$ cat config.mk
export PLATFORM = sky130hd
export DESIGN_NAME = cbr_cfg_regs
export DESIGN_NICKNAME = d
export VERILOG_FILES = /design/src/hdl/cbr_pkg.sv /design/src/hdl/cbr_cfg_regs.sv
export SDC_FILE = /design/constraint.sdc
export NUM_CORES = 1
export LEC_CHECK = 0
export ABC_CLOCK_PERIOD_IN_PS = 1200
export BUFFER_PORTS_ARGS = -buffer_cell sky130_fd_sc_hd__buf_2
export CAP_MARGIN = 15
export CORE_MARGIN = 3
export CORE_UTILIZATION = 44
export CTS_BUF_LIST = sky130_fd_sc_hd__clkbuf_2 sky130_fd_sc_hd__clkbuf_4 sky130_fd_sc_hd__clkbuf_8
export CTS_CLUSTER_DIAMETER = 80
export DETAILED_ROUTE_END_ITERATION = 8
export PLACE_DENSITY = 0.82
export SLEW_MARGIN = 30
export SYNTH_ARGS = -nofsm -noshare
export SYNTH_HDL_FRONTEND = slang
export SYNTH_SLANG_ARGS = --single-unit
$ cat constraint.sdc
create_clock -name clk_i -period 1.2 [get_ports clk_i]
set_input_delay 0.24 -clock clk_i [delete_from_list [all_inputs] [get_ports clk_i]]
set_output_delay 0.24 -clock clk_i [all_outputs]
set_load 0.02 [all_outputs]
$ cat src/hdl/cbr_pkg.sv
// Shared types and constants of the 3x3 convolution / bias / ReLU unit.
// No dependencies; cbr_cfg_regs, cbr_datapath, cbr_ctrl and the top level import this package.
package cbr_pkg;

  // Default store geometry, handed to the top-level parameters
  localparam int MAX_HEIGHT_DEF      = 32;
  localparam int MAX_WIDTH_DEF       = 32;
  localparam int MAX_IN_CHANNELS_DEF = 64;
  localparam int MAX_FILTERS_DEF     = 64;

  // Fixed-point format
  localparam int DATA_W    = 16;   // width of a stored pixel, weight or bias
  localparam int DATA_BITS = 16;   // saturation width of the activation
  localparam int FRAC_BITS = 8;
  localparam int PROD_W    = 2 * DATA_W;
  localparam int ACT_W     = 15;
  localparam int ACT_LIMIT_RAW = (1 << (DATA_BITS - 1)) - 1;
  localparam int ACT_LIMIT = (ACT_LIMIT_RAW > 32767) ? 32767 : ACT_LIMIT_RAW;

  localparam int KERNEL   = 3;
  localparam logic [1:0] TAP_LAST = 2'd2;

  // Item command codes
  localparam logic [1:0] CMD_PIXEL   = 2'd0;
  localparam logic [1:0] CMD_WEIGHT  = 2'd1;
  localparam logic [1:0] CMD_BIAS    = 2'd2;
  localparam logic [1:0] CMD_COMPUTE = 2'd3;

  // Configuration registers
  localparam int CFG_AW = 4;
  localparam logic [1:0] REG_HEIGHT   = 2'd0;
  localparam logic [1:0] REG_WIDTH    = 2'd1;
  localparam logic [1:0] REG_CHANNELS = 2'd2;
  localparam logic [1:0] REG_FILTERS  = 2'd3;
  localparam logic [5:0] HEIGHT_RST   = 6'd24;
  localparam logic [5:0] WIDTH_RST    = 6'd24;
  localparam logic [6:0] CHANNELS_RST = 7'd3;
  localparam logic [6:0] FILTERS_RST  = 7'd64;

  typedef struct packed {
    logic [1:0]        cmd;
    logic [4:0]        row;
    logic [4:0]        col;
    logic [5:0]        in_channel;
    logic [5:0]        filter;
    logic [1:0]        tap_row;
    logic [1:0]        tap_col;
    logic signed [15:0] data_value;
  } cbr_item_t;

  typedef struct packed {
    logic [4:0]  out_row;
    logic [4:0]  out_col;
    logic [5:0]  out_filter;
    logic [14:0] activation;
  } cbr_result_t;

  // Effective (clamped) configuration
  typedef struct packed {
    logic [5:0] h;
    logic [5:0] w;
    logic [6:0] nc;
    logic [6:0] nf;
  } cbr_cfg_t;

  // Controller to datapath
  typedef struct packed {
    logic       load;       // store the current item
    logic       req_load;   // capture a compute request
    logic       bias_rd;    // read the bias of the captured filter
    logic       tap_issue;  // read one pixel/weight pair
    logic [1:0] kr;
    logic [1:0] kc;
    logic [6:0] ch;
    logic       finish;     // accumulator complete, emit result
  } cbr_cmd_t;

  // Datapath to controller
  typedef struct packed {
    logic req_ok;     // compute request lies inside the configured shape
    logic pipe_busy;  // products still in flight
  } cbr_status_t;

endpackage

$ cat src/hdl/cbr_cfg_regs.sv
// APB-style configuration registers and their clamped effective values.
// Depends on cbr_pkg.
module cbr_cfg_regs #(
  parameter int MAX_HEIGHT      = cbr_pkg::MAX_HEIGHT_DEF,
  parameter int MAX_WIDTH       = cbr_pkg::MAX_WIDTH_DEF,
  parameter int MAX_IN_CHANNELS = cbr_pkg::MAX_IN_CHANNELS_DEF,
  parameter int MAX_FILTERS     = cbr_pkg::MAX_FILTERS_DEF
) (
  input  logic                      clk_i,
  input  logic                      rst_ni,
  input  logic                      psel_i,
  input  logic                      penable_i,
  input  logic                      pwrite_i,
  input  logic [cbr_pkg::CFG_AW-1:0] paddr_i,
  input  logic [31:0]               pwdata_i,
  output logic [31:0]               prdata_o,
  output cbr_pkg::cbr_cfg_t         cfg_o
);
  import cbr_pkg::*;

  logic [5:0] height_q, width_q;
  logic [6:0] channels_q, filters_q;
  logic       wr_en;
  logic [1:0] reg_idx;

  assign wr_en   = psel_i && penable_i && pwrite_i;
  assign reg_idx = paddr_i[3:2];

  always_ff @(posedge clk_i or negedge rst_ni) begin
    if (!rst_ni) begin
      height_q   <= HEIGHT_RST;
      width_q    <= WIDTH_RST;
      channels_q <= CHANNELS_RST;
      filters_q  <= FILTERS_RST;
    end else if (wr_en) begin
      case (reg_idx)
        REG_HEIGHT:   height_q   <= pwdata_i[5:0];
        REG_WIDTH:    width_q    <= pwdata_i[5:0];
        REG_CHANNELS: channels_q <= pwdata_i[6:0];
        REG_FILTERS:  filters_q  <= pwdata_i[6:0];
        default: ;
      endcase
    end
  end

  always_comb begin
    case (reg_idx)
      REG_HEIGHT:   prdata_o = {26'd0, height_q};
      REG_WIDTH:    prdata_o = {26'd0, width_q};
      REG_CHANNELS: prdata_o = {25'd0, channels_q};
      REG_FILTERS:  prdata_o = {25'd0, filters_q};
      default:      prdata_o = '0;
    endcase
  end

  // zero reads as one, anything above the store size as the store size
  always_comb begin
    cfg_o.h  = (height_q == '0) ? 6'd1 :
               ((int'(height_q) > MAX_HEIGHT) ? 6'(MAX_HEIGHT) : height_q);
    cfg_o.w  = (width_q == '0) ? 6'd1 :
               ((int'(width_q) > MAX_WIDTH) ? 6'(MAX_WIDTH) : width_q);
    cfg_o.nc = (channels_q == '0) ? 7'd1 :
               ((int'(channels_q) > MAX_IN_CHANNELS) ? 7'(MAX_IN_CHANNELS) : channels_q);
    cfg_o.nf = (filters_q == '0) ? 7'd1 :
               ((int'(filters_q) > MAX_FILTERS) ? 7'(MAX_FILTERS) : filters_q);
  end

endmodule

==> metrics <==
fin. max-slew vios 0; max incr delay on CP around 0.50 ns; DR iter-0 viols 32; Slew headroom 0.624; FP Rows 21; synth unique cells 20; Routability Congestion 0.788; area growth from synthesis to layout 51.0%; NumNets Final between 200 and 300; count of state elements after synthesis 26; post-synthesis sequential area ratio 0.414; Core Region between 3000 and 4000 um2; Crit path max-delay family multiplexers; peak supply drop approximately 1.1 mV; Buffers on Ports 46; hpwl dp between 2000 and 3000 um; Clock Sink Count 26; crit path time final about 1.7 ns; cts bufs inserted 3; Layout Skew 0 ns; commonest non-fill, non-tap cell in the layout buf_6; worst skew pair latency about 0.34 ns; post-layout instance area ~2400 um2; violated checks negative setup slack; # H-tree levels 1; Worst Setup End Kind primary output; Routed WL about 4000 um; via count ~1200; synthesized area per cell approximately 12 um2; critical path's slowest cell mux4_2; largest net degree at the start of global routing 27; grt ovf 0; initial core utilization 0.467; placed inst area ~2000 um2; # setup viols final 33; io pins 99; crit path DAT between 1 and 1.5 ns; kind of critical path reg2out; Hold Crit Class in2reg; Slew @ Worst Pin approximately 0.56 ns; DIE HEIGHT 66.2 um; share of layout cells above drive strength 1 0.705; P per Cell Area around 1700 nW/um2; clk slew on worst S/H paths between 0.1 and 0.15 ns; Buf/Inv on CP 1; Routed WL per cell approximately 16 um; clock tree buffer depth 2; CTS tree done; Filler Cell Count 223; fmax approximately 590 MHz; most frequent cells in the layout buf_6, buf_4, mux2_2; antenna viol nets, final 0; number of global-route vias before repair approximately 1200; WP data required 0.96 ns; crit-path cells mux4_2 -> buf_6; Yosys Warn Count 0; period utilization 1.40; P_leak ~1.2 nW; initial antenna violation count 0; Final WS setup -0.482 ns; Final Hold Fails 0; status finished, violations left; Design Power around 4.1 mW; Max FO, Critical Path 3; # diodes 0; Die X-Extent about 66 um; overall global routing resource usage 0.190; synthesized area roughly 1600 um2; sequential cell area 661 um2; area of the multi-input gates 908 um2; global-route wire length before repair about 6100 um; Vias/cell 4.72; Max-Cap Viols 0; clk root buf clkbuf_4; Pre-Repair DR Iteration Count 4; DR DRC count 0; Die ar. between 4000 and 5000 um2; startpoint types register; unrepaired setup endpoints after global routing yes; Post-Synthesis Cells 130
==> per-stage QoR <==
| stage | cells | utilization | setup slack [ns] | hold slack (ns) | setup TNS [ns] |
|---|---|---|---|---|---|
| finish | 256 | 0.705 | -0.482 | 0.141 | -10.00 |
| global route | 256 | 0.705 | -0.590 | 0.128 | -12.02 |
| CTS | 255 | 0.659 | -0.456 | 0.139 | -10.14 |
| detailed placement | 245 | 0.578 | -0.288 | 0.263 | -6.73 |
| global placement | 245 | 0.578 | -0.260 | 0.265 | -6.10 |
| floorplan | 154 | - | -0.0668 | -0.0556 | -0.334 |
==> cell type report <==
class / count / area share
Clock buffer: 4 / 0.0151
Multi-Input combinational cell: 97 / 0.377
Sequential cell: 26 / 0.274
Tap cell: 46 / 0.0239
Timing Repair Buffer: 83 / 0.309
==> where the power goes <==
group / switching (mW) / internal [mW]
clock: 0.262 / 0.186
sequential: 0.222 / 1.12
combinational: 1.03 / 1.30
total: 1.51 / 2.61
==> flip-flops by register name, indices dropped and copies added (netlist names) <==
name	count
width_q	6
height_q	6
channels_q	7
filters_q	7
==> what timing repair did <==
item                                   in CTS  in global routing
setup endpoints to repair                  33                 33
gates resized for setup                    64                 43
endpoints found under the hold margin      19                  0
pin swaps                                   2                  1
buffers inserted                            6                  6
hold buffers                                1                  0
==> routing by layer <==
metal / global-route usage / vias to the layer above / share of wire
li1: - / 562 / -
met1: 0.247 / 569 / 0.42
met2: 0.320 / 72 / 0.49
met3: 0.0187 / 5 / 0.074
met4: 0.0812 / 0 / 0.016
met5: 0 / - / 0
==> cells in the mapped netlist <==
library cell   n  share of area
a21oi_1        2         0.0063
and3_1         1         0.0039
buf_4         26           0.12
buf_6          1         0.0071
clkbuf_1       4         0.0094
conb_1         1         0.0024
dfrtp_1       19           0.30
dfstp_2        7           0.12
mux2_2        26           0.18
mux2i_1        1         0.0063
mux4_1         6          0.099
nand3_1        1         0.0031
nand3_2        1         0.0063
nand3b_2       1         0.0071
nor2_1         8          0.019
nor2b_1       19          0.075
nor3_1         2         0.0063
nor3_4         1          0.010
nor3b_4        1          0.012
nor4_1         2         0.0078
==> worst reg2reg max path, cell delays in order (launching register included) <==
cell	delay (ns)
dfrtp_1	0.46
buf_6	0.14
buf_6	0.10
mux2_2	0.25
==> cells by family after synthesis <==
family | count (synthesis) | share of synthesized area
buffers and inverters | 31 | 0.139
muxes | 33 | 0.289
DFF | 26 | 0.414
AOI/OAI and AO/OA | 2 | 0.00628
and+or+nand+nor | 37 | 0.150
other | 1 | 0.00235
==> path summary, 6_finish.rpt <==
path	start	end	slack, ns	cells after the start
worst max register to register	channels_q[3]$_DFFE_PN0P_	channels_q[3]$_DFFE_PN0P_	0.16	3
max in group asynchronous	rst_ni	channels_q[6]$_DFFE_PN0P_	0.38	2
min in group asynchronous	rst_ni	height_q[5]$_DFFE_PN0P_	0.42	2
worst min-delay path	pwdata_i[6]	filters_q[6]$_DFFE_PN1P_	0.14	2
worst max-delay path	channels_q[3]$_DFFE_PN0P_	prdata_o[3]	-0.48	2
worst min register to register	width_q[0]$_DFFE_PN0P_	width_q[0]$_DFFE_PN0P_	0.64	2
Note: power is estimated with default switching activity, not from simulation.
