--- config.mk ---
export PLATFORM = sky130hd
export DESIGN_NAME = cbr_ctrl
export DESIGN_NICKNAME = d
export VERILOG_FILES = /design/src/hdl/cbr_pkg.sv /design/src/hdl/cbr_ctrl.sv
export SDC_FILE = /design/constraint.sdc
export NUM_CORES = 1
export LEC_CHECK = 0
export BUFFER_PORTS_ARGS = -buffer_cell sky130_fd_sc_hd__buf_2
export CAP_MARGIN = 15
export CELL_PAD_IN_SITES_DETAIL_PLACEMENT = 1
export CELL_PAD_IN_SITES_GLOBAL_PLACEMENT = 2
export CORE_MARGIN = 2
export CORE_UTILIZATION = 30
export DETAILED_ROUTE_END_ITERATION = 10
export PLACE_DENSITY_LB_ADDON = 0.15
export SLEW_MARGIN = 20
export SYNTH_ARGS = -nofsm -noshare
export SYNTH_HDL_FRONTEND = slang
export SYNTH_SLANG_ARGS = --single-unit
--- constraint.sdc ---
create_clock -name clk_i -period 2.34 [get_ports clk_i]
set_input_delay 0.117 -clock clk_i [delete_from_list [all_inputs] [get_ports clk_i]]
set_output_delay 0.117 -clock clk_i [all_outputs]
set_load 0.01 [all_outputs]
--- src/hdl/cbr_pkg.sv ---
// Shared types and constants of the 3x3 convolution / bias / ReLU unit.
// No dependencies; cbr_cfg_regs, cbr_datapath, cbr_ctrl and the top level import this package.
package cbr_pkg;

  // Default store geometry, handed to the top-level parameters
  localparam int MAX_HEIGHT_DEF      = 32;
  localparam int MAX_WIDTH_DEF       = 32;
  localparam int MAX_IN_CHANNELS_DEF = 64;
  localparam int MAX_FILTERS_DEF     = 64;

  // Fixed-point format
  localparam int DATA_W    = 16;   // width of a stored pixel, weight or bias
  localparam int DATA_BITS = 16;   // saturation width of the activation
  localparam int FRAC_BITS = 8;
  localparam int PROD_W    = 2 * DATA_W;
  localparam int ACT_W     = 15;
  localparam int ACT_LIMIT_RAW = (1 << (DATA_BITS - 1)) - 1;
  localparam int ACT_LIMIT = (ACT_LIMIT_RAW > 32767) ? 32767 : ACT_LIMIT_RAW;

  localparam int KERNEL   = 3;
  localparam logic [1:0] TAP_LAST = 2'd2;

  // Item command codes
  localparam logic [1:0] CMD_PIXEL   = 2'd0;
  localparam logic [1:0] CMD_WEIGHT  = 2'd1;
  localparam logic [1:0] CMD_BIAS    = 2'd2;
  localparam logic [1:0] CMD_COMPUTE = 2'd3;

  // Configuration registers
  localparam int CFG_AW = 4;
  localparam logic [1:0] REG_HEIGHT   = 2'd0;
  localparam logic [1:0] REG_WIDTH    = 2'd1;
  localparam logic [1:0] REG_CHANNELS = 2'd2;
  localparam logic [1:0] REG_FILTERS  = 2'd3;
  localparam logic [5:0] HEIGHT_RST   = 6'd24;
  localparam logic [5:0] WIDTH_RST    = 6'd24;
  localparam logic [6:0] CHANNELS_RST = 7'd3;
  localparam logic [6:0] FILTERS_RST  = 7'd64;

  typedef struct packed {
    logic [1:0]        cmd;
    logic [4:0]        row;
    logic [4:0]        col;
    logic [5:0]        in_channel;
    logic [5:0]        filter;
    logic [1:0]        tap_row;
    logic [1:0]        tap_col;
    logic signed [15:0] data_value;
  } cbr_item_t;

  typedef struct packed {
    logic [4:0]  out_row;
    logic [4:0]  out_col;
    logic [5:0]  out_filter;
    logic [14:0] activation;
  } cbr_result_t;

  // Effective (clamped) configuration
  typedef struct packed {
    logic [5:0] h;
    logic [5:0] w;
    logic [6:0] nc;
    logic [6:0] nf;
  } cbr_cfg_t;

  // Controller to datapath
  typedef struct packed {
    logic       load;       // store the current item
    logic       req_load;   // capture a compute request
    logic       bias_rd;    // read the bias of the captured filter
    logic       tap_issue;  // read one pixel/weight pair
    logic [1:0] kr;
    logic [1:0] kc;
    logic [6:0] ch;
    logic       finish;     // accumulator complete, emit result
  } cbr_cmd_t;

  // Datapath to controller
  typedef struct packed {
    logic req_ok;     // compute request lies inside the configured shape
    logic pipe_busy;  // products still in flight
  } cbr_status_t;

endpackage

--- src/hdl/cbr_ctrl.sv ---
// Controller: accepts items, sequences bias read, channel/tap loop,
// pipeline drain and result emission. Depends on cbr_pkg.
module cbr_ctrl (
  input  logic                 clk_i,
  input  logic                 rst_ni,
  input  logic                 start_i,
  input  logic [1:0]           item_cmd_i,
  input  logic [6:0]           nc_i,
  input  cbr_pkg::cbr_status_t status_i,
  output logic                 busy_o,
  output cbr_pkg::cbr_cmd_t    cmd_o
);
  import cbr_pkg::*;

  typedef enum logic [4:0] {
    ST_IDLE   = 5'b00001,
    ST_BIAS   = 5'b00010,
    ST_RUN    = 5'b00100,
    ST_DRAIN  = 5'b01000,
    ST_FINISH = 5'b10000
  } state_e;

  state_e     state_q, state_d;
  logic [1:0] kr_q, kr_d, kc_q, kc_d;
  logic [6:0] c_q, c_d;
  logic       accept;

  assign accept = start_i && (state_q == ST_IDLE);
  assign busy_o = (state_q != ST_IDLE);

  always_comb begin
    state_d = state_q;
    kr_d    = kr_q;
    kc_d    = kc_q;
    c_d     = c_q;
    cmd_o   = '0;
    cmd_o.kr = kr_q;
    cmd_o.kc = kc_q;
    cmd_o.ch = c_q;
    case (state_q)
      ST_IDLE: begin
        cmd_o.load     = accept && (item_cmd_i != CMD_COMPUTE);
        cmd_o.req_load = accept && (item_cmd_i == CMD_COMPUTE) && status_i.req_ok;
        if (cmd_o.req_load) begin
          kr_d    = '0;
          kc_d    = '0;
          c_d     = '0;
          state_d = ST_BIAS;
        end
      end
      ST_BIAS: begin
        cmd_o.bias_rd = 1'b1;
        state_d       = ST_RUN;
      end
      ST_RUN: begin
        cmd_o.tap_issue = 1'b1;
        if (kc_q != TAP_LAST) begin
          kc_d = kc_q + 2'd1;
        end else begin
          kc_d = '0;
          if (kr_q != TAP_LAST) begin
            kr_d = kr_q + 2'd1;
          end else begin
            kr_d = '0;
            c_d  = c_q + 7'd1;
            if (c_q == nc_i - 7'd1) begin
              state_d = ST_DRAIN;
            end
          end
        end
      end
      ST_DRAIN: begin
        if (!status_i.pipe_busy) begin
          state_d = ST_FINISH;
        end
      end
      ST_FINISH: begin
        cmd_o.finish = 1'b1;
        state_d      = ST_IDLE;
      end
      default: begin
        state_d = ST_IDLE;
      end
    endcase
  end

  always_ff @(posedge clk_i or negedge rst_ni) begin
    if (!rst_ni) begin
      state_q <= ST_IDLE;
      kr_q    <= '0;
      kc_q    <= '0;
      c_q     <= '0;
    end else begin
      state_q <= state_d;
      kr_q    <= kr_d;
      kc_q    <= kc_d;
      c_q     <= c_d;
    end
  end

  a_finish_empty: assert property (@(posedge clk_i) disable iff (!rst_ni)
    (state_q == ST_FINISH) |-> !status_i.pipe_busy)
    else $error("result emitted with products in flight");

  a_ch_bound: assert property (@(posedge clk_i) disable iff (!rst_ni)
    (state_q == ST_RUN) |-> (c_q < nc_i))
    else $error("channel counter past configured count");

  a_busy_from_compute: assert property (@(posedge clk_i) disable iff (!rst_ni)
    $rose(busy_o) |-> $past(start_i && (item_cmd_i == CMD_COMPUTE)))
    else $error("busy without an accepted compute request");

  a_bias_first: assert property (@(posedge clk_i) disable iff (!rst_ni)
    cmd_o.bias_rd |=> cmd_o.tap_issue)
    else $error("tap loop does not follow bias read");

endmodule

==> PnR_summary.wiki, run 1 <==
{| class="wikitable"
! Metric !! Value
|-
| Outcome || finished, final reports clean
|-
| Fin Clk Skew || 3.82 ps
|-
| Synth cell types || 50
|-
| Main combinational cell family by area after synthesis || simple AND/OR/NAND/NOR gates
|-
| Worst-path cell with the longest stage delay || sky130_fd_sc_hd__or4_1
|-
| Placer's final routability congestion estimate || 0.721
|-
| Synthesized-area fraction occupied by ao, oa, aoi and oai cells || about a quarter
|-
| Capturing point of the worst reg2reg path || c_q[6]$_DFFE_PN0P_
|-
| Number of warnings issued by yosys || 0
|-
| CTS tree || yes
|-
| Cells traversed along the worst timing path || nand2b_4 > or3b_1 > a2111o_1 > or4_1 > a21oi_1
|-
| # setup viols final || 0
|-
| Total nets after synthesis || 143
|-
| R2R Path Start || kc_q[0]$_DFFE_PN0P_
|-
| Final cell area excluding filler cells || 1420 sq um
|-
| Number of nets in the layout || between 150 and 200
|-
| Critical path arrival || around 2400 ps
|-
| Final worst path period need || between 2000 and 2500 ps
|-
| CP Launch Point || kc_q[0]$_DFFE_PN0P_
|-
| Setup TNS || 0 ps
|-
| Xor/xnor cell area share of the yosys netlist || 7.26%
|-
| Post-CTS resize count || 0
|-
| Worst setup path endpoint || c_q[6]$_DFFE_PN0P_
|-
| EDFF count, synth || 0
|-
| Length of the first detailed-routing pass in iterations || 4
|-
| Clock tree root buffer cell || sky130_fd_sc_hd__clkbuf_8
|-
| Layout filler cell count || 454
|-
| Yosys top cell area share || about a third
|-
| Setup crit start kind || register
|-
| Vias per inst || between 5 and 6
|-
| Iter 0 DRT Violations || 16
|-
| Antenna violations before repair || 0
|-
| Die width || 66.0 microns
|-
| Quantity of I/O buffers inserted on ports || 30
|-
| Slew at the pin closest to its max-slew limit || between 600 and 700 ps
|-
| Average routed wire per standard cell || approximately 15 microns
|-
| Pins Over Slew Limit || 0
|-
| Leakage dissipation || 0.663 nW
|-
| GRT Util Overall || 16.3%
|-
| Flops & latches, synth || 16
|-
| Adder-cell area share of the yosys netlist || under 10%
|-
| Register-to-Register Path Depth || 5
|-
| Peak per-stage delay on the critical path || 500 ps
|-
| CTS sink cnt || 16
|-
| Area Growth Syn to Fin || 22.9%
|-
| Fraction of final layout cells with drive strength greater than 1 || 27.2%
|-
| Number of standard cells after synthesis || 127
|-
| HPWL after detailed placement || roughly 2.5 mm
|-
| Total wire length || roughly 3.1 mm
|-
| Post-synthesis instance area || 1150 sq um
|-
| Vertical extent of the die || 66.0 microns
|-
| Highest ir drop seen on vdd || 0.000240 V
|-
| Largest cells by area after synthesis || sky130_fd_sc_hd__dfrtp_1 (33%), sky130_fd_sc_hd__o21ai_0 (3.5%), sky130_fd_sc_hd__nor3_1 (3.0%)
|-
| Overall power of the completed layout || 0.618 mW
|-
| Classification of the worst-slack hold path || input port to register
|-
| Endpoint kind of the worst setup timing path || register
|-
| Cell type contributing the most total cell area after synthesis || sky130_fd_sc_hd__dfrtp_1
|-
| Maximum number of pins on one net before global-route repair || 17
|-
| Most frequent cells after synthesis || sky130_fd_sc_hd__dfrtp_1 (15), sky130_fd_sc_hd__nor2_1 (9), sky130_fd_sc_hd__nand2_1 (8), sky130_fd_sc_hd__o21ai_0 (8), sky130_fd_sc_hd__nor3_1 (7)
|-
| Diodes inserted || 0
|-
| Worst skew pair latency || 250 ps
|-
| Share of flip-flops with an asynchronous set or reset after synthesis || 100%
|-
| Final-layout worst hold slack || 45.7 ps
|-
| Cell area after placement || about 1400 sq um
|-
| Starting utilization of the core area || between 30% and 40%
|-
| Maximum fanout along the worst path || 6
|-
| Number of top-level pins || 31
|-
| Count leader, synth || sky130_fd_sc_hd__dfrtp_1
|-
| Max-cap check violation count || 0
|-
| Top achievable clock speed || between 400 and 500 MHz
|-
| Maximum level of the CTS H-tree || 1
|-
| Unrepaired setup endpoints after global routing || no
|-
| Number of hold violations in the final report || 0
|-
| Core Rows || 22
|-
| Proportion of synthesized area in mux cells || roughly 2.7%
|-
| Prevailing post-synth register cell || sky130_fd_sc_hd__dfrtp_1
|-
| Global-route wire length before repair || roughly 5.4 mm
|-
| Period utilization || about 93%
|-
| Worst setup slack for register-to-register paths || around 160 ps
|-
| PD cells || between 400 and 500 nW/um^2
|-
| Required time reported for the critical path endpoint || 2520 ps
|-
| Buffers from clock root to sink, at most || 2
|-
| DRC viols || 0
|-
| Vias after detailed routing || 1118
|-
| Overall die area || 4360 sq um
|-
| Clock-pin slew on the worst setup and hold paths || ~70 ps
|-
| Slew headroom || 53.3%
|-
| TritonCTS buffer count || 3
|-
| Residual overflow from global routing || 0
|-
| Core area || 3690 sq um
|-
| Via count of the first global-routing pass || 1141
|-
| Category of the most critical setup path || register to register
|-
| Antenna Violating Nets Remaining || 0
|-
| Syn_area_per_cell || 9.09 sq um
|-
| Proportion of synthesized chip area in sequential cells || 34.8%
|-
| Fraction of the mapped netlist area in simple logic gates || roughly 25%
|}
==> sequential cells by signal, summed over array words and instances, names as in the netlist <==
signal	cells
kr_q	2
state_q	5
c_q	7
kc_q	2
==> layout make-up <==
class / count / area [sq um] / area share [%]
tap: 48 / 60.1 / 4.23
inverter: 5 / 18.8 / 1.32
multi-input combinational: 103 / 711 / 50.1
clock buffer: 4 / 45.0 / 3.17
timing repair buffer: 34 / 183 / 12.9
sequential: 16 / 402 / 28.3
==> layer usage <==
metal / part of all wire (%) / GRT usage, %
met5: 0 / 0
met3: 4.2 / 2.21
met1: 48 / 20.8
met2: 46 / 27.4
met4: 1.6 / 6.89
==> stage by stage <==
step / util [%] / setup WS, ps / cells
after floorplan: - / 119 / 127
after global placement: 37.0 / 223 / 205
after detailed placement: 37.0 / 170 / 205
after CTS: 38.5 / 142 / 210
after global routing: 38.5 / 44.2 / 210
final: 38.5 / 163 / 210
==> logic make-up (layout without fill, tap and decap cells) <==
kind of cell / Yosys count / count (layout)
AO/OA/AOI/OAI: 39 / 39
XOR/XNOR: 8 / 8
adder cells (fa/ha/maj): 2 / 2
buffers and inverters: 8 / 43
flip-flops: 16 / 16
multiplexers: 3 / 3
AND/OR/NAND/NOR: 51 / 51
==> timing repair <==
action	4_1_cts	5_1_grt
setup buffers	0	0
endpoints found under the hold margin	15	0
hold buffers	1	0
==> report_power, final <==
group | leakage, nW | total (mW) | switching [mW] | internal [mW]
Sequential | 0.219 | 0.295 | 0.0120 | 0.283
Clock | 0.0228 | 0.221 | 0.0996 | 0.121
Combinational | 0.421 | 0.102 | 0.0548 | 0.0473
==> cells in the final DEF, fill, tap and decap left out, types with 3 or more instances in the layout <==
cell,Yosys,routed
sky130_fd_sc_hd__a211oi_1,3,3
sky130_fd_sc_hd__a21oi_1,6,6
sky130_fd_sc_hd__a22oi_1,3,3
sky130_fd_sc_hd__buf_2,1,30
sky130_fd_sc_hd__buf_4,1,3
sky130_fd_sc_hd__clkbuf_8,0,3
sky130_fd_sc_hd__dfrtp_1,15,15
sky130_fd_sc_hd__inv_1,5,5
sky130_fd_sc_hd__nand2_1,8,8
sky130_fd_sc_hd__nand2b_1,5,5
sky130_fd_sc_hd__nor2_1,9,9
sky130_fd_sc_hd__nor2b_1,3,3
sky130_fd_sc_hd__nor3_1,7,7
sky130_fd_sc_hd__o21ai_0,8,8
sky130_fd_sc_hd__o2bb2ai_1,4,4
sky130_fd_sc_hd__xnor2_1,3,3
sky130_fd_sc_hd__xor2_1,4,4
==> critical path: cells and delay by family (launching register included) <==
family             cells  cell delay (ps)
AOI/OAI and AO/OA      2              640
and+or+nand+nor        3             1060
DFF                    1              410
==> how the worst min path moves through the flow <==
stage | from | endpoint | depth (start not counted)
after floorplan | rst_ni | c_q[0]$_DFFE_PN0P_ | 0
after global placement | rst_ni | kr_q[1]$_DFFE_PN0P_ | 1
after detailed placement | rst_ni | kr_q[1]$_DFFE_PN0P_ | 1
after CTS | status_i[0] | state_q[4]$_DFFE_PN0P_ | 2
after global routing | status_i[0] | state_q[4]$_DFFE_PN0P_ | 2
final | status_i[0] | state_q[4]$_DFFE_PN0P_ | 2
Power figures use the tool's default switching activity.
==> inputs of run 2 (changes only) <==
--- a/config.mk
+++ b/config.mk
@@ -5,13 +5,14 @@
 export SDC_FILE = /design/constraint.sdc
 export NUM_CORES = 1
 export LEC_CHECK = 0
-export BUFFER_PORTS_ARGS = -buffer_cell sky130_fd_sc_hd__buf_2
+export BUFFER_PORTS_ARGS = -buffer_cell sky130_fd_sc_hd__buf_4
 export CAP_MARGIN = 15
 export CELL_PAD_IN_SITES_DETAIL_PLACEMENT = 1
 export CELL_PAD_IN_SITES_GLOBAL_PLACEMENT = 2
 export CORE_MARGIN = 2
 export CORE_UTILIZATION = 30
 export DETAILED_ROUTE_END_ITERATION = 10
+export GPL_TIMING_DRIVEN = 0
 export PLACE_DENSITY_LB_ADDON = 0.15
 export SLEW_MARGIN = 20
 export SYNTH_ARGS = -nofsm -noshare
==> run 2 against run 1 <==
Net effect:
- critical path depth grew 1
- count of clock-buffer cells in the layout is the same
- worst hold slack lost 23 ps
- setup slack lost 71 ps
- first-iteration DRC count grew 81%
- largest power group unchanged
- clock skew is essentially flat
==> PnR_summary.wiki, run 2 (same netlist as run 1, synthesis figures left out) <==
{| class="wikitable"
! Metric !! Value
|-
| DRC viols || 0
|-
| Most frequent cells in the layout || sky130_fd_sc_hd__buf_4 (32), sky130_fd_sc_hd__dfrtp_1 (15), sky130_fd_sc_hd__nor2_1 (8), sky130_fd_sc_hd__o21ai_0 (8)
|-
| Diodes inserted || 0
|-
| Maximum level of the CTS H-tree || 1
|-
| DRT met1 WL || 1.37 mm
|-
| Overall die area || 4360 sq um
|-
| Fin worst setup slack || 92.4 ps
|-
| Vias per inst || 5.36
|-
| CTS sink cnt || 16
|-
| Category of the most critical setup path || register to register
|-
| Highest ir drop seen on vdd || 0.000270 V
|-
| CTS tree || yes
|-
| GRT Util Overall || between 10% and 20%
|-
| Highest routing layer actually used || met4
|-
| Average routed wire per standard cell || approximately 15 microns
|-
| Endpoint kind of the worst setup timing path || register
|-
| Slew headroom || 50.4%
|-
| Maximum fanout along the worst path || 9
|-
| Placed cell count || 205
|-
| Classification of the worst-slack hold path || input port to register
|-
| Leakage dissipation || 0.690 nW
|-
| Fraction of final layout cells with drive strength greater than 1 || ~30%
|-
| Buffers from clock root to sink, at most || 2
|-
| Required time reported for the critical path endpoint || 2520 ps
|-
| Total wire length || 3.10 mm
|-
| Registers with the highest flip-flop counts || c_q x7, state_q x5
|-
| Maximum number of pins on one net before global-route repair || 17
|-
| Pins Over Slew Limit || 0
|-
| Worst skew pair latency || 260 ps
|-
| Largest register by flop count || c_q
|-
| Final worst path period need || 2250 ps
|-
| Clock tree root buffer cell || sky130_fd_sc_hd__clkbuf_8
|-
| Core Rows || 22
|-
| Top achievable clock speed || 445 MHz
|-
| Vias after detailed routing || about 1100
|-
| Routed length on met2 || 1.54 mm
|-
| Area taken by multi-input logic gates || approximately 720 sq um
|-
| Period utilization || 96.1%
|-
| Starting utilization of the core area || a little under a third
|-
| Placement-stage worst setup slack || roughly 50 ps
|-
| Number of nets in the layout || 180
|-
| Critical path arrival || about 2400 ps
|-
| Detailed-routed wire length on met3 || 137 microns
|-
| PD cells || 434 nW/um^2
|-
| Placer's final routability congestion estimate || 0.715
|-
| Outcome || finished, final reports clean
|-
| Area taken by flip-flops and latches || roughly 400 sq um
|-
| Max-cap check violation count || 0
|-
| Clock-pin slew on the worst setup and hold paths || roughly 70 ps
|-
| # setup viols final || 0
|-
| Area Growth Syn to Fin || 31.7%
|-
| Number of flip-flops in the largest register || 7
|-
| Antenna violations before repair || 0
|-
| Slew at the pin closest to its max-slew limit || between 700 and 800 ps
|-
| Quantity of I/O buffers inserted on ports || 30
|-
| Fin Clk Skew || 4.31 ps
|-
| Layout filler cell count || approximately 470
|-
| Number of hold violations in the final report || 0
|-
| Core area || around 3700 sq um
|-
| Post-route insts no fill || 211
|-
| Antenna Violating Nets Remaining || 0
|-
| Iter 0 DRT Violations || 29
|-
| Number of top-level pins || 31
|-
| HPWL after detailed placement || ~2.4 mm
|-
| Most common cell after layout, fill and taps aside || sky130_fd_sc_hd__buf_4
|-
| TritonCTS buffer count || 3
|-
| Residual overflow from global routing || 0
|-
| Via count of the first global-routing pass || around 1200
|-
| Length of the first detailed-routing pass in iterations || 4
|-
| Global-route wire length before repair || 5.33 mm
|-
| Overall power of the completed layout || 0.661 mW
|-
| Die width || 66.0 microns
|-
| Vertical extent of the die || between 60 and 70 microns
|-
| Setup crit start kind || register
|}
==> run 2: cell types whose count changed in the layout (fill, tap and decap cells not counted), sizes merged <==
cell	delta
buf	+1
==> run 2: path summary, 6_finish.rpt <==
path                       depth (start not counted)  slack (ps)           startpoint                      to
max                                                6          90  kc_q[0]$_DFFE_PN0P_      c_q[6]$_DFFE_PN0P_
min                                                2          20          status_i[0]  state_q[4]$_DFFE_PN0P_
max reg2reg                                        6          90  kc_q[0]$_DFFE_PN0P_      c_q[6]$_DFFE_PN0P_
min reg2reg                                        1         570  kc_q[0]$_DFFE_PN0P_     kc_q[1]$_DFFE_PN0P_
max in group asynchronous                          2        1820               rst_ni  state_q[0]$_DFFE_PN1P_
min in group asynchronous                          2         260               rst_ni     kr_q[1]$_DFFE_PN0P_
==> run 2: area by class of cell <==
class / count / share of cell area [%]
Inverter: 5 / 1.23
Sequential cell: 16 / 26.4
Buffer: 3 / 1.56
Clock buffer: 4 / 3.62
Timing Repair Buffer: 32 / 16.0
Multi-Input combinational cell: 103 / 47.3
Tap cell: 48 / 3.95
==> run 2: critical path: stages, from the launching register on <==
cell and delay (ps):
sky130_fd_sc_hd__dfrtp_1 410, sky130_fd_sc_hd__nand2b_4 160, sky130_fd_sc_hd__or3b_1 380, sky130_fd_sc_hd__buf_6 150, sky130_fd_sc_hd__a2111o_1 440, sky130_fd_sc_hd__or4_1 490, sky130_fd_sc_hd__a21oi_1 140
==> run 2: report_power, final <==
part	internal, mW	switching [mW]
Combinational	0.0579	0.0562
Sequential	0.283	0.0121
Clock	0.150	0.102
Total	0.491	0.170
==> run 2: timing repair <==
action,CTS,global route
setup buffers,0,1
hold buffers,1,0
endpoints found under the setup margin,0,4
endpoints found under the hold margin,16,0
gates resized for setup,0,3
==> run 2: stage by stage <==
stage / TNS (ps) / cell area (sq um) / hold slack [ps] / util (%)
6_report: 0 / 1520 / 22.6 / 41.2
2_1_floorplan: 0 / 1150 / -179 / -
3_3_place_gp: 0 / 1440 / -9.29 / 39.0
4_1_cts: 0 / 1510 / 18.3 / 40.8
5_1_grt: -8.41 / 1520 / 17.9 / 41.2
3_5_place_dp: 0 / 1440 / -3.10 / 39.0
==> run 2: per-layer routing <==
| layer | up-vias | GRT usage [%] |
|---|---|---|
| li1 | 559 | - |
| met1 | 538 | 19.5 |
| met2 | 28 | 28.0 |
| met3 | 5 | 2.39 |
| met4 | 0 | 6.12 |
| met5 | - | 0 |
==> inputs of run 3 (changes only) <==
--- a/config.mk
+++ b/config.mk
@@ -10,7 +10,8 @@
 export CELL_PAD_IN_SITES_DETAIL_PLACEMENT = 1
 export CELL_PAD_IN_SITES_GLOBAL_PLACEMENT = 2
 export CORE_MARGIN = 2
-export CORE_UTILIZATION = 30
+export CORE_UTILIZATION = 32
+export CTS_BUF_LIST = sky130_fd_sc_hd__clkbuf_8
 export DETAILED_ROUTE_END_ITERATION = 10
 export GPL_TIMING_DRIVEN = 0
 export PLACE_DENSITY_LB_ADDON = 0.15
==> run 3 against run 2 <==
Net effect:
- final area down 0.41%
- combinational power about the same
- count of clock-buffer cells in the layout unchanged
- power down 0.50%
- register-to-register slack about the same
- sequential cell count unchanged
- die area down 5.9%
- first-iteration DRC count up 21%
- critical path type unchanged
==> PnR_summary.wiki, run 3 (same netlist as run 1, synthesis figures left out) <==
{| class="wikitable"
! Metric !! Value
|-
| Unrepaired setup endpoints after global routing || no
|-
| Leakage dissipation || 0.686 nW
|-
| Cell area after placement || 1440 sq um
|-
| Most common cell after layout, fill and taps aside || sky130_fd_sc_hd__buf_4
|-
| Vertical extent of the die || between 60 and 70 microns
|-
| GRT Util Overall || ~17%
|-
| Outcome || finished, final reports clean
|-
| Largest register by flop count || c_q
|-
| Worst-path cell with the longest stage delay || sky130_fd_sc_hd__or4_4
|-
| Clock tree root buffer cell || sky130_fd_sc_hd__clkbuf_8
|-
| Final cell area excluding filler cells || about 1500 sq um
|-
| Registers with the highest flip-flop counts || c_q x7, state_q x5
|-
| CTS sink cnt || 16
|-
| Setup crit start kind || register
|-
| Layout filler cell count || 390
|-
| Buffers from clock root to sink, at most || 2
|-
| Iter 0 DRT Violations || 35
|-
| Critical path arrival || around 2400 ps
|-
| Antenna Violating Nets Remaining || 0
|-
| Number of nets in the layout || 179
|-
| Post-CTS repair timing setup buffer count || 0
|-
| Overall die area || around 4100 sq um
|-
| Count of buffer and inverter cells on the critical path || 1
|-
| Endpoint kind of the worst setup timing path || register
|-
| Final worst path period need || 2260 ps
|-
| Peak per-stage delay on the critical path || 510 ps
|-
| Core area || 3390 sq um
|-
| Number of flip-flops in the largest register || 7
|-
| Global-route wire length before repair || between 5 and 6 mm
|-
| Fin Clk Skew || 0.985 ps
|-
| Worst skew pair latency || 250 ps
|-
| Antenna violations before repair || 0
|-
| Slew headroom || 51.6%
|-
| Via count of the first global-routing pass || 1295
|-
| Top achievable clock speed || around 440 MHz
|-
| Highest ir drop seen on vdd || 0.000284 V
|-
| Setup TNS || 0 ps
|-
| Category of the most critical setup path || register to register
|-
| Clock-pin slew on the worst setup and hold paths || 70 ps
|-
| DRC viols || 0
|-
| Diodes inserted || 0
|-
| Overall power of the completed layout || 0.658 mW
|-
| HPWL after detailed placement || 2.51 mm
|-
| Starting utilization of the core area || 34.1%
|-
| Cells traversed along the worst timing path || nand2b_4 > or3b_1 > buf_6 > a2111o_1 > or4_4 > a21oi_2
|-
| Post-layout util || 44.7%
|-
| TritonCTS buffer count || 3
|-
| CTS tree || yes
|-
| Residual overflow from global routing || 0
|-
| Max-cap check violation count || 0
|-
| Area Growth Syn to Fin || 31.2%
|-
| # setup viols final || 0
|-
| Vias per inst || between 5 and 6
|-
| Vias after detailed routing || 1168
|-
| Number of hold violations in the final report || 0
|-
| Quantity of I/O buffers inserted on ports || 30
|-
| Placer's final routability congestion estimate || 0.826
|-
| Maximum number of pins on one net before global-route repair || 17
|-
| Die width || 64.1 microns
|-
| Required time reported for the critical path endpoint || between 2000 and 3000 ps
|-
| Slew at the pin closest to its max-slew limit || 719 ps
|-
| Most frequent cells in the layout || sky130_fd_sc_hd__buf_4 (31), sky130_fd_sc_hd__dfrtp_1 (15), sky130_fd_sc_hd__nor2_1 (8), sky130_fd_sc_hd__o21ai_0 (8)
|-
| PD cells || 434 nW/um^2
|-
| Maximum fanout along the worst path || 9
|-
| Maximum level of the CTS H-tree || 1
|-
| Pins Over Slew Limit || 0
|-
| Top cell family by delay on the critical path || simple AND/OR/NAND/NOR gates
|-
| Classification of the worst-slack hold path || input port to register
|-
| Fraction of final layout cells with drive strength greater than 1 || a little under a third
|-
| Average routed wire per standard cell || 15.8 microns
|-
| Core Rows || 21
|-
| Number of top-level pins || 31
|-
| Period utilization || 96.6%
|-
| Length of the first detailed-routing pass in iterations || 4
|-
| Total wire length || 3.29 mm
|}
run 3: cell types whose count changed in the layout (fill, tap and decap cells not counted), sizes merged:
cell,before,now
buf,34,33
run 3: timing repair:
action | CTS | global route
endpoints found under the setup margin | 0 | 4
endpoints found under the hold margin | 16 | 0
resized for setup | 0 | 4
hold buffers | 1 | 0
run 3: layout make-up:
class                           instances  area (sq um)  area share (%)
Multi-Input combinational cell        103           723            47.7
Buffer                                  3          23.8            1.57
Sequential cell                        16           402            26.5
Inverter                                5          18.8            1.24
Tap cell                               46          57.6            3.80
Clock buffer                            4          55.1            3.63
Timing Repair Buffer                   31           235            15.5
run 3: metrics by stage:
| step | hold slack, ps | setup WS, ps | instances |
|---|---|---|---|
| 6_report | 31.2 | 80.6 | 208 |
| 5_1_grt | 32.6 | 12.5 | 208 |
| 4_1_cts | 26.4 | 16.7 | 208 |
| 3_5_place_dp | -3.30 | 49.5 | 203 |
| 3_3_place_gp | -7.30 | 102 | 203 |
| 2_1_floorplan | -179 | 119 | 127 |
run 3: per-layer routing:
| metal | share of wire (%) | vias to the layer above | track usage [%] |
|---|---|---|---|
| met5 | 0 | - | 0 |
| met4 | 1.5 | 0 | 7.88 |
| met3 | 4.5 | 6 | 3.17 |
| met2 | 51 | 32 | 29.4 |
| met1 | 43 | 578 | 20.1 |
| li1 | - | 552 | - |
run 3: path summary, 6_finish.rpt:
| path | slack (ps) | startpoint | to | cells after the start |
|---|---|---|---|---|
| worst max-delay path | 80 | kc_q[0]$_DFFE_PN0P_ | c_q[6]$_DFFE_PN0P_ | 6 |
| worst min-delay path | 30 | status_i[0] | state_q[4]$_DFFE_PN0P_ | 2 |
| worst max register to register | 80 | kc_q[0]$_DFFE_PN0P_ | c_q[6]$_DFFE_PN0P_ | 6 |
| worst min register to register | 560 | kr_q[1]$_DFFE_PN0P_ | kr_q[1]$_DFFE_PN0P_ | 1 |
| max in group asynchronous | 1830 | rst_ni | state_q[0]$_DFFE_PN1P_ | 2 |
| min in group asynchronous | 260 | rst_ni | kc_q[0]$_DFFE_PN0P_ | 2 |
run 3: report_power, final:
| group | internal (mW) | total (mW) | switching, mW | leakage (nW) |
|---|---|---|---|---|
| sequential | 0.283 | 0.296 | 0.0123 | 0.219 |
| clock | 0.149 | 0.248 | 0.0988 | 0.0288 |
| combinational | 0.0577 | 0.114 | 0.0560 | 0.438 |
| total | 0.490 | 0.658 | 0.167 | 0.686 |
